$ cat config.mk
export PLATFORM = sky130hd
export DESIGN_NAME = kiss_command_deframer_top
export DESIGN_NICKNAME = d
export VERILOG_FILES = /design/src/design/kiss_deframe_pkg.sv /design/src/design/kiss_command_deframer_top.sv
export SDC_FILE = /design/constraint.sdc
export NUM_CORES = 1
export LEC_CHECK = 0
export ABC_AREA = 1
export ABC_CLOCK_PERIOD_IN_PS = 5680
export BUFFER_PORTS_ARGS = -buffer_cell sky130_fd_sc_hd__buf_2
export CAP_MARGIN = 40
export CELL_PAD_IN_SITES_DETAIL_PLACEMENT = 0
export CELL_PAD_IN_SITES_GLOBAL_PLACEMENT = 1
export CORE_ASPECT_RATIO = 0.6
export CORE_MARGIN = 3
export CORE_UTILIZATION = 32
export DETAILED_ROUTE_END_ITERATION = 10
export GPL_TIMING_DRIVEN = 0
export MAX_ROUTING_LAYER = met4
export PLACE_DENSITY_LB_ADDON = 0.1
export SLEW_MARGIN = 20
export SYNTH_ARGS = -nofsm -noshare
export SYNTH_HDL_FRONTEND = slang
export SYNTH_SLANG_ARGS = --single-unit
$ cat constraint.sdc
create_clock -name clk -period 5.68 [get_ports clk]
set_input_delay 0.568 -clock clk [delete_from_list [all_inputs] [get_ports clk]]
set_output_delay 0.568 -clock clk [all_outputs]
set_load 0.02 [all_outputs]
$ cat src/design/kiss_deframe_pkg.sv
// Shared constants and types for the KISS command deframer.
// Holds the framing byte codes, command codes and result event codes.
// No dependencies.
`default_nettype none

package kiss_deframe_pkg;

  // Default payload limit of a data frame
  localparam int unsigned MAX_FRAME_DEF = 512;

  // Widths of the result fields
  localparam int unsigned LEN_W  = 10;
  localparam int unsigned SVAL_W = 12;

  // Framing bytes
  localparam logic [7:0] KISS_FEND  = 8'hC0;
  localparam logic [7:0] KISS_FESC  = 8'hDB;
  localparam logic [7:0] KISS_TFEND = 8'hDC;
  localparam logic [7:0] KISS_TFESC = 8'hDD;

  // Frame commands after the port nibble is stripped
  typedef enum logic [4:0] {
    CMD_DATAF   = 5'd0,
    CMD_DELAY   = 5'd1,
    CMD_PERSIST = 5'd2,
    CMD_SLOT    = 5'd3,
    CMD_TAIL    = 5'd4,
    CMD_NONE    = 5'd16
  } cmd_t;

  // Result events
  typedef enum logic [1:0] {
    EV_NONE      = 2'd0,
    EV_DATA      = 2'd1,
    EV_FRAME_END = 2'd2,
    EV_SETTING   = 2'd3
  } event_t;

  // Setting identifiers
  typedef enum logic [1:0] {
    SET_TXDELAY = 2'd0,
    SET_PERSIST = 2'd1,
    SET_SLOT    = 2'd2,
    SET_TXTAIL  = 2'd3
  } setting_t;

endpackage

`default_nettype wire

$ cat src/design/kiss_command_deframer_top.sv
// KISS command deframer: decodes one serial byte per beat into one result beat.
// Depends on kiss_deframe_pkg for byte codes, commands and event codes.
//
//   channel | direction | ports
//   --------+-----------+-----------------------------------------------------
//   in      | sink      | in_valid, in_ready, in_serial_byte
//   out     | source    | out_valid, out_ready, out_event_res, out_data_byte,
//           |           | out_frame_length, out_setting_id, out_setting_value
//
// Each input beat is decoded in the cycle it is accepted and its result is held
// in the output register, visible on the next cycle.
// A beat is accepted every cycle while the output register is empty or drains
// in the same cycle, so the throughput is one byte per clock.
// Reset (rst_n low, synchronous) clears the frame state and empties the output.
// A stall on out_ready holds the result and stops input acceptance.
`default_nettype none

module kiss_command_deframer_top
  import kiss_deframe_pkg::*;
#(
  parameter int unsigned MAX_FRAME = MAX_FRAME_DEF
) (
  input  wire logic                clk,
  input  wire logic                rst_n,
  input  wire logic                in_valid,
  output logic                     in_ready,
  input  wire logic [7:0]          in_serial_byte,
  output logic                     out_valid,
  input  wire logic                out_ready,
  output logic [1:0]               out_event_res,
  output logic [7:0]               out_data_byte,
  output logic [LEN_W-1:0]         out_frame_length,
  output logic [1:0]               out_setting_id,
  output logic [SVAL_W-1:0]        out_setting_value
);

  localparam int unsigned CNT_W = $clog2(MAX_FRAME + 1);
  localparam logic [CNT_W-1:0] MAX_CNT = CNT_W'(MAX_FRAME);
  localparam logic [CNT_W-1:0] CNT_ONE = CNT_W'(1);

  // Frame state
  logic             in_frame_r, in_frame_nxt;
  logic             esc_r, esc_nxt;
  cmd_t             cmd_r, cmd_nxt;
  logic [CNT_W-1:0] cnt_r, cnt_nxt;
  logic [CNT_W-1:0] cnt_inc;

  // Output register
  logic              out_valid_r;
  event_t            ev_r, ev_nxt;
  logic [7:0]        db_r, db_nxt;
  logic [LEN_W-1:0]  len_r, len_nxt;
  setting_t          sid_r, sid_nxt;
  logic [SVAL_W-1:0] sval_r, sval_nxt;

  logic              in_fire;
  logic [7:0]        ub;
  logic [SVAL_W-1:0] b_ext;
  logic [SVAL_W-1:0] b_x10;
  logic [CNT_W+LEN_W-1:0] len_cur_ext;
  logic [CNT_W+LEN_W-1:0] len_inc_ext;

  // Take a beat while the output register is empty or draining
  assign in_ready = !out_valid_r || out_ready;
  assign in_fire  = in_valid && in_ready;

  // Count helpers; lengths are reported modulo 2**LEN_W
  assign cnt_inc     = cnt_r + CNT_ONE;
  assign len_cur_ext = {{LEN_W{1'b0}}, cnt_r};
  assign len_inc_ext = {{LEN_W{1'b0}}, cnt_inc};

  // Byte times ten as the sum of two shifted copies
  assign b_ext = {{(SVAL_W-8){1'b0}}, in_serial_byte};
  assign b_x10 = (b_ext << 3) + (b_ext << 1);

  // Undo the escape of a data byte
  always_comb begin
    ub = in_serial_byte;
    if (esc_r) begin
      if (in_serial_byte == KISS_TFEND) begin
        ub = KISS_FEND;
      end else if (in_serial_byte == KISS_TFESC) begin
        ub = KISS_FESC;
      end
    end
  end

  // Decode one byte against the frame state
  always_comb begin
    in_frame_nxt = in_frame_r;
    esc_nxt      = esc_r;
    cmd_nxt      = cmd_r;
    cnt_nxt      = cnt_r;
    ev_nxt       = EV_NONE;
    db_nxt       = '0;
    len_nxt      = '0;
    sid_nxt      = SET_TXDELAY;
    sval_nxt     = '0;

    if (in_frame_r && in_serial_byte == KISS_FEND && cmd_r == CMD_DATAF) begin
      // close a data frame and report its length
      in_frame_nxt = 1'b0;
      ev_nxt       = EV_FRAME_END;
      len_nxt      = len_cur_ext[LEN_W-1:0];
    end else if (in_serial_byte == KISS_FEND) begin
      // open a new frame; escape flag carries over
      in_frame_nxt = 1'b1;
      cmd_nxt      = CMD_NONE;
      cnt_nxt      = '0;
    end else if (in_frame_r && cnt_r < MAX_CNT) begin
      if (cnt_r == '0 && cmd_r == CMD_NONE) begin
        // strip the port nibble from the command byte
        cmd_nxt = cmd_t'({1'b0, in_serial_byte[3:0]});
      end else begin
        unique case (cmd_r)
          CMD_DATAF: begin
            if (in_serial_byte == KISS_FESC) begin
              esc_nxt = 1'b1;
            end else begin
              esc_nxt = 1'b0;
              cnt_nxt = cnt_inc;
              ev_nxt  = EV_DATA;
              db_nxt  = ub;
              len_nxt = len_inc_ext[LEN_W-1:0];
            end
          end
          CMD_DELAY: begin
            ev_nxt   = EV_SETTING;
            sid_nxt  = SET_TXDELAY;
            sval_nxt = b_x10;
          end
          CMD_PERSIST: begin
            ev_nxt   = EV_SETTING;
            sid_nxt  = SET_PERSIST;
            sval_nxt = b_ext;
          end
          CMD_SLOT: begin
            ev_nxt   = EV_SETTING;
            sid_nxt  = SET_SLOT;
            sval_nxt = b_x10;
          end
          CMD_TAIL: begin
            ev_nxt   = EV_SETTING;
            sid_nxt  = SET_TXTAIL;
            sval_nxt = b_x10;
          end
          default: begin
            // unhandled command: drop the byte
          end
        endcase
      end
    end
  end

  // Advance frame state on each accepted beat
  always_ff @(posedge clk) begin
    if (!rst_n) begin
      in_frame_r <= 1'b0;
      esc_r      <= 1'b0;
      cmd_r      <= CMD_NONE;
      cnt_r      <= '0;
    end else if (in_fire) begin
      in_frame_r <= in_frame_nxt;
      esc_r      <= esc_nxt;
      cmd_r      <= cmd_nxt;
      cnt_r      <= cnt_nxt;
    end
  end

  // Output valid: set on accept, clear when drained
  always_ff @(posedge clk) begin
    if (!rst_n) begin
      out_valid_r <= 1'b0;
    end else if (in_fire) begin
      out_valid_r <= 1'b1;
    end else if (out_ready) begin
      out_valid_r <= 1'b0;
    end
  end

  // Load the result payload
  always_ff @(posedge clk) begin
    if (in_fire) begin
      ev_r   <= ev_nxt;
      db_r   <= db_nxt;
      len_r  <= len_nxt;
      sid_r  <= sid_nxt;
      sval_r <= sval_nxt;
    end
  end

  assign out_valid         = out_valid_r;
  assign out_event_res     = ev_r;
  assign out_data_byte     = db_r;
  assign out_frame_length  = len_r;
  assign out_setting_id    = sid_r;
  assign out_setting_value = sval_r;

  // Payload count never runs past the frame limit
  a_cnt_bound: assert property (@(posedge clk) disable iff (!rst_n)
    cnt_r <= MAX_CNT)
    else $error("byte count exceeds frame limit");

  // A FEND either closes the frame or restarts the count
  a_fend_effect: assert property (@(posedge clk) disable iff (!rst_n)
    in_fire && in_serial_byte == KISS_FEND |=> !in_frame_r || cnt_r == '0)
    else $error("FEND left frame open with a stale count");

  // Only setting events carry a setting value
  a_sval_only_setting: assert property (@(posedge clk) disable iff (!rst_n)
    out_valid_r && ev_r != EV_SETTING |-> sval_r == '0 && sid_r == SET_TXDELAY)
    else $error("setting fields set on a non-setting result");

  // A data frame end never follows a byte that left the frame closed
  a_end_needs_frame: assert property (@(posedge clk) disable iff (!rst_n)
    in_fire && ev_nxt == EV_FRAME_END |-> in_frame_r && cmd_r == CMD_DATAF)
    else $error("frame end reported outside a data frame");

endmodule

`default_nettype wire
==> results.json, run 1 <==
{
  "status": "completed",
  "drc": 0,
  "grt_max_degree": 25,
  "grt_pass1_vias": 2279,
  "cpPeakStageDelay_ns": 0.39,
  "path_class": "register to register",
  "worst-path-max-fanout": 7,
  "critPathCapture": "out_setting_value[1]$_SDFFCE_PP0P_",
  "hold_buffers": 0,
  "p_per_area_nw_per_um2": 236,
  "diodes": 0,
  "via_count": 2463,
  "finalCritPeriodShare_pct": 34.8,
  "ys_warn_count": 0,
  "timing.rr.end": "out_setting_value[1]$_SDFFCE_PP0P_",
  "final_common_cell": "nand2_1",
  "setup_tns_ns": 0,
  "portBuffers": 47,
  "met1_usage_pct": 28.9,
  "r2r_cells": 11,
  "crit-reg2reg-launch": "cnt_r[0]$_SDFFE_PN0P_",
  "yosysSeqAreaShare_pct": 47.4,
  "num_rows": 26,
  "coreArea_sq_um": 8690,
  "cp-startpoint": "cnt_r[0]$_SDFFE_PN0P_",
  "avgViaCountPerCell": 4.80,
  "grt_antenna_before_repair": 0,
  "numCtsBuffers": 5,
  "cp.required_ns": 5.71,
  "grt_pass1_wl_um": 12900,
  "critPathSlowestCell": "dfxtp_1",
  "crit_chain": "inv_1, ha_1, inv_1, nor2_1, nand2_1, nor2_1, nand3_1, nand3_1, inv_1, o21ai_2, nor2_1",
  "r2r_setup_slack_ns": 3.71,
  "synthDistinctLibCells": 37,
  "syn-mean-instance-area_sq_um": 8.44,
  "cts.sinks": 52,
  "fp.dieH_um": 79.9,
  "ir_drop_uv": 109,
  "seq_area_sq_um": 1380,
  "die_area_sq_um": 10300,
  "post-route-min-period_ns": 1.97,
  "grt.busiest_layer": "met1",
  "syn-cell-area_sq_um": 2910,
  "cts_setup_buffers": 0,
  "drive_gt1_share_pct": 22.2,
  "grt_util_met2_pct": 19.5,
  "grt_setup_unrepaired": "no",
  "cap_violations": 0,
  "layout_common_cells": "nand2_1 (63), buf_2 (49), nor2_1 (47), nand3_1 (38), inv_1 (37)",
  "cts_max_path_buffers": 2,
  "area_growth_pct": 18.9,
  "synth_nets": 366,
  "finalSetupViolCount": 0,
  "insertion_delay_ns": 0.29,
  "ys_ff_latch": 52,
  "final_antenna_net_count": 0,
  "initial_core_util_pct": 33.5,
  "overflow": 0,
  "min-delay-start": "esc_r$_SDFFE_PN0P_",
  "cts_tree": "done",
  "timing.final.hold_violations": 0,
  "dr.pass1.iters": 4,
  "skew_ns": 0.00632,
  "slew_headroom_pct": 61.9,
  "synth_cells": 345,
  "track_usage_pct": 17.0,
  "place.gp.congestion": 0.795,
  "leakagePower_nw": 1.47,
  "met3_usage_pct": 3.61,
  "multi_input_area_sq_um": 1340,
  "tightest_slew_ns": 0.572,
  "dp_hpwl_um": 6100,
  "num-nets-final": 421,
  "max_freq_mhz": 506,
  "min_path_type": "register to register",
  "finalPower_uw": 816,
  "worstPathArrival_ns": 2.01,
  "drt_iter0_drc": 150,
  "wl_per_cell_um": 15.7,
  "finalWirelength_um": 8050,
  "final_max_slew_viol_count": 0,
  "die_x_um": 129,
  "cts-root-buf": "clkbuf_16",
  "fill_cells": 908,
  "end_kind": "register",
  "ctsResizeCount": 0,
  "io_pins": 48,
  "crit_path_start_kind": "register",
  "clk_pin_slew_ns": 0.07,
  "h-tree-depth": 2
}
## cells in the mapped netlist
library cell	instances	area, sq um
nand2_1	63	236
nor2_1	47	176
inv_1	38	143
nand3_1	38	190
edfxtp_1	34	1020
a21oi_1	20	100
dfxtp_1	18	360
o21ai_0	10	50.1
ha_1	8	100
nand4_1	7	43.8
xor2_1	7	61.3
nor2_2	6	37.5
nor2_4	6	67.6
a22oi_1	5	37.5
nand2_2	5	31.3
nor3_1	3	15.0
o22ai_1	3	18.8
a22o_1	2	17.5
buf_2	2	10.0
inv_2	2	7.51
nand3b_1	2	15.0
nor3_2	2	20.0
o21ai_1	2	10.0
o21ai_2	2	17.5
a211oi_1	1	7.51
a31oi_1	1	6.26
buf_4	1	7.51
buf_6	1	11.3
clkbuf_1	1	3.75
clkinv_2	1	5.00
fa_1	1	20.0
nand3_4	1	17.5
nand4_2	1	12.5
nor4_1	1	6.26
o211ai_2	1	12.5
o21bai_1	1	7.51
or2_2	1	6.26
## cell type report
class                      instances  area share, %
sequential                        52           39.9
multi-input combinational        247           38.8
inverter                          41           4.48
clock inverter                     3          0.615
timing repair buffer              48           7.59
buffer                             5          0.940
tap                              112           4.05
clock buffer                       5           3.62
## logic make-up (layout without fill, tap and decap cells)
family	count (synthesis)	in the layout	synth area share (%)
flip-flops	52	52	47.4
buffers and inverters	46	102	6.45
XOR/XNOR	7	7	2.11
AND/OR/NAND/NOR	183	183	30.1
adder cells (fa/ha/maj)	9	9	4.13
AO/OA/AOI/OAI	48	48	9.80
## state kept, by name (all words and copies together), names as in the netlist
register / count
out_frame_length: 10
cmd_r: 5
in_frame_r: 1
out_event_res: 2
out_valid: 1
out_data_byte: 8
cnt_r: 10
out_setting_value: 12
esc_r: 1
out_setting_id: 2
## through the flow
step,utilization (%),cells,setup slack (ns),hold slack [ns],area (sq um)
after floorplan,-,345,3.22,0.452,2910
after global placement,37.8,504,2.56,0.482,3290
after detailed placement,38.2,505,3.47,0.486,3310
after CTS,39.8,513,3.68,0.496,3460
after global routing,39.8,513,3.45,0.534,3460
final,39.8,513,3.71,0.502,3460
## worst min-delay path by stage
| stage | to | slack (ns) | cells after the start |
|---|---|---|---|
| after global routing | esc_r$_SDFFE_PN0P_ | 0.53 | 2 |
| after floorplan | esc_r$_SDFFE_PN0P_ | 0.45 | 2 |
| final | esc_r$_SDFFE_PN0P_ | 0.50 | 2 |
| after detailed placement | esc_r$_SDFFE_PN0P_ | 0.49 | 2 |
| after CTS | esc_r$_SDFFE_PN0P_ | 0.50 | 2 |
| after global placement | in_frame_r$_SDFFE_PN0P_ | 0.48 | 2 |
## power breakdown
group / switching, mW / internal, mW / leakage, nW
combinational: 0.0651 / 0.0278 / 0.905
clock: 0.143 / 0.164 / 0.0702
sequential: 0.00253 / 0.413 / 0.491
total: 0.210 / 0.605 / 1.47
## metal layers
| layer | up-vias | part of all wire, % |
|---|---|---|
| li1 | 1277 | - |
| met1 | 1108 | 58 |
| met2 | 73 | 33 |
| met3 | 5 | 8.5 |
| met4 | 0 | 0.57 |
| met5 | - | 0 |
## critical path, delay by kind of cell, from the launching register on
kind | cells | cell delay, ns
flops | 1 | 0.39
fa+ha+maj | 1 | 0.15
buf+inv | 3 | 0.33
simple gates | 6 | 0.68
compound gates | 1 | 0.17
(Power assumes the default switching activity.)
==> inputs of run 2 (changes only) <==
ABC_AREA = 0   (was 1)
ABC_CLOCK_PERIOD_IN_PS = 1860   (was 5680)
clock period = 1.86 ns   (was 5.68 ns; I/O delays follow)
==> run 2 against run 1 <==
Highest routed layer unchanged. Worst setup slack worse by 3.7 ns. The run now ends with negative setup slack left. Via count up 3.0%. Sequential share of layout area down 3.6 points. Sequential power grew to 3.0 times the previous value. Clock skew up 0.0026 ns. Hold slack lost 0.37 ns. Clock power rose to 3.1 times the previous value. Synthesized cell count fell by 15%. Register-to-register slack worse by 3.7 ns. Flip-flop and latch count stayed put.
==> results.json, run 2 <==
{
  "p_int_mw": 1.86,
  "insertion_delay_ns": 0.30,
  "wl_per_cell_um": 17.7,
  "ys_top_cells_by_count": "edfxtp_1 (34), nor2_1 (31), nand2_1 (22)",
  "drive_gt1_share_pct": 39.8,
  "worst-path-max-fanout": 6,
  "cts.sinks": 52,
  "hold_buffers": 0,
  "synth_cells": 294,
  "coreArea_sq_um": 8690,
  "finalCritPeriodShare_pct": 102,
  "violations": "negative setup slack",
  "switching_power_uw": 638,
  "fill_cells": 835,
  "yosysSeqAreaShare_pct": 47.3,
  "drc": 0,
  "finalWirelength_um": 8500,
  "grt_max_degree": 26,
  "skew_ns": 0.00893,
  "die_x_um": 129,
  "synth_top_area_cell": "edfxtp_1",
  "cp.required_ns": 1.99,
  "grt_antenna_before_repair": 0,
  "num-nets-final": 389,
  "post-route-util_pct": 44.6,
  "pwr-share-comb_pct": 11.7,
  "ys_top_cells_by_area": "edfxtp_1 (35%), dfxtp_1 (12%), nor2_1 (4.0%)",
  "drt_iter0_drc": 169,
  "crit_path_start_kind": "register",
  "syn-mean-instance-area_sq_um": 9.94,
  "h-tree-depth": 2,
  "area_growth_pct": 32.7,
  "numCtsBuffers": 5,
  "critPathSlowestCell": "or3b_4",
  "layout_common_cells": "buf_2 (51), edfxtp_1 (34), nor2_1 (30), nand3_1 (17), nand2_1 (17)",
  "final_antenna_net_count": 0,
  "seqPwrFrac_pct": 50.6,
  "avgViaCountPerCell": 5.28,
  "finalSetupViolCount": 2,
  "cts-root-buf": "clkbuf_16",
  "timing.final.hold_violations": 0,
  "grt_pass1_vias": 2261,
  "synth_top_area_share_pct": 34.9,
  "multi_input_area_sq_um": 1550,
  "grt_setup_unrepaired": "yes",
  "synth_edf_count": 34,
  "finalPower_mw": 2.50,
  "synth_nets": 315,
  "min_path_type": "input port to register",
  "initial_core_util_pct": 33.6,
  "num_rows": 26,
  "dr.pass1.iters": 4,
  "status": "complete, but fails checks",
  "grt_util_met2_pct": 19.7,
  "via_count": 2538,
  "synth_most_common_cell": "edfxtp_1",
  "p_clk_share_pct": 37.8,
  "max_freq_mhz": 529,
  "overflow": 0,
  "largest_register_ffs": 12,
  "crit_family": "simple AND/OR/NAND/NOR gates",
  "cts_max_path_buffers": 2,
  "met1_usage_pct": 28.7,
  "place.gp.congestion": 0.839,
  "worstPathArrival_ns": 2.02,
  "cpPeakStageDelay_ns": 0.42,
  "slew_headroom_pct": 56.3,
  "fp.dieH_um": 80.0,
  "path_class": "register to register",
  "leakagePower_nw": 1.48,
  "tightest_slew_ns": 0.655,
  "ir_drop_uv": 369,
  "final_common_cell": "buf_2",
  "p_per_area_nw_per_um2": 644,
  "async_flop_share_pct": 0,
  "setup_slack_ns": -0.0317,
  "cts_tree": "done",
  "die_area_sq_um": 10300,
  "synthDistinctLibCells": 60,
  "io_pins": 48,
  "seq_area_sq_um": 1410,
  "ys_warn_count": 0,
  "setup_tns_ns": -0.0343,
  "post-route-min-period_ns": 1.89,
  "final_max_slew_viol_count": 0,
  "cap_violations": 0,
  "portBuffers": 47,
  "grt_pass1_wl_um": 13200,
  "diodes": 0,
  "ys_ff_latch": 52,
  "crit_buf_inv": 2,
  "end_kind": "register",
  "p_sw_share_pct": 25.5,
  "synthFlopType": "edfxtp_1",
  "clk_pin_slew_ns": 0.07,
  "crit_chain": "or3b_4, nor3_4, and3_1, buf_6, buf_8, a21oi_2, a31oi_2",
  "syn-cell-area_sq_um": 2920,
  "grt.busiest_layer": "met1",
  "met3_usage_pct": 4.28,
  "dp_hpwl_um": 6070,
  "track_usage_pct": 17.4
}
[run 2: cell types whose count changed in the layout (fill, tap and decap cells not counted), moves of 7 or more]
| cell | before | now |
|---|---|---|
| dfxtp_1 | 18 | 8 |
| buf_4 | 1 | 15 |
| a21oi_2 | 0 | 7 |
| nand3_1 | 38 | 17 |
| inv_1 | 37 | 7 |
| nor2_1 | 47 | 30 |
| buf_6 | 1 | 8 |
| nand2_1 | 63 | 17 |
| a21oi_1 | 20 | 11 |
[run 2: path summary, 6_finish.rpt]
check | depth (start not counted) | endpoint | slack [ns] | start
max reg2reg | 7 | out_frame_length[8]$_DFFE_PP_ | -0.03 | cmd_r[0]$_SDFFE_PN0P_
max | 7 | out_frame_length[8]$_DFFE_PP_ | -0.03 | cmd_r[0]$_SDFFE_PN0P_
min | 3 | out_valid$_SDFFE_PN0P_ | 0.13 | in_valid
min reg2reg | 2 | out_valid$_SDFFE_PN0P_ | 0.50 | out_valid$_SDFFE_PN0P_
[run 2: stage by stage]
stage,cells,worst slack [ns],hold slack [ns],cell area (sq um)
after CTS,471,-0.0444,0.128,3690
final,481,-0.0317,0.132,3880
after floorplan,294,0.0291,0.308,2940
after global routing,481,-0.0935,0.135,3880
after detailed placement,455,-0.363,0.447,3340
after global placement,453,-0.436,0.433,3310
[run 2: what timing repair did]
action                                 4_1_cts  5_1_grt
endpoints found under the hold margin        0        0
setup endpoints to repair                   49       38
buffers inserted                             9       10
resized for setup                           38       37
pin swaps                                    9       11
cloned                                       1        2
[run 2: area by class of cell]
cell class	instances	area share [%]
Multi-Input combinational cell	216	39.9
Sequential cell	52	36.3
Timing Repair Buffer	71	12.1
Tap cell	112	3.62
Clock buffer	6	3.32
Buffer	12	3.20
Inverter	10	1.13
Clock inverter	2	0.420
[run 2: logic make-up (layout without fill, tap and decap cells)]
family | after synthesis | count (layout) | share of synthesized area [%]
AOI/OAI and AO/OA | 71 | 71 | 16.1
xor gates and xnor gates | 7 | 7 | 2.10
adders and majority gates | 9 | 9 | 4.11
buffers and inverters | 26 | 101 | 5.35
DFF | 52 | 52 | 47.3
muxes | 4 | 4 | 1.37
and+or+nand+nor | 125 | 125 | 23.6
[run 2: metal layers]
metal / wire length [um] / part of all wire, %
met1: 4850 / 57
met3: 532 / 6.3
met4: 82 / 0.96
met2: 3030 / 36
met5: 0 / 0
[run 2: power by group through the flow]
stage,Combinational (mW),Sequential [mW],Clock (mW)
after floorplan,0.122,1.34,0
after global placement,0.269,1.30,0
after detailed placement,0.277,1.30,0
after CTS,0.282,1.26,0.976
after global routing,0.319,1.27,1.03
final,0.292,1.26,0.943
[run 2: worst min-delay path: cells and delay by family]
family | cells | cell delay (ns)
buffers and inverters | 2 | 0.16
AOI/OAI and AO/OA | 1 | 0.05
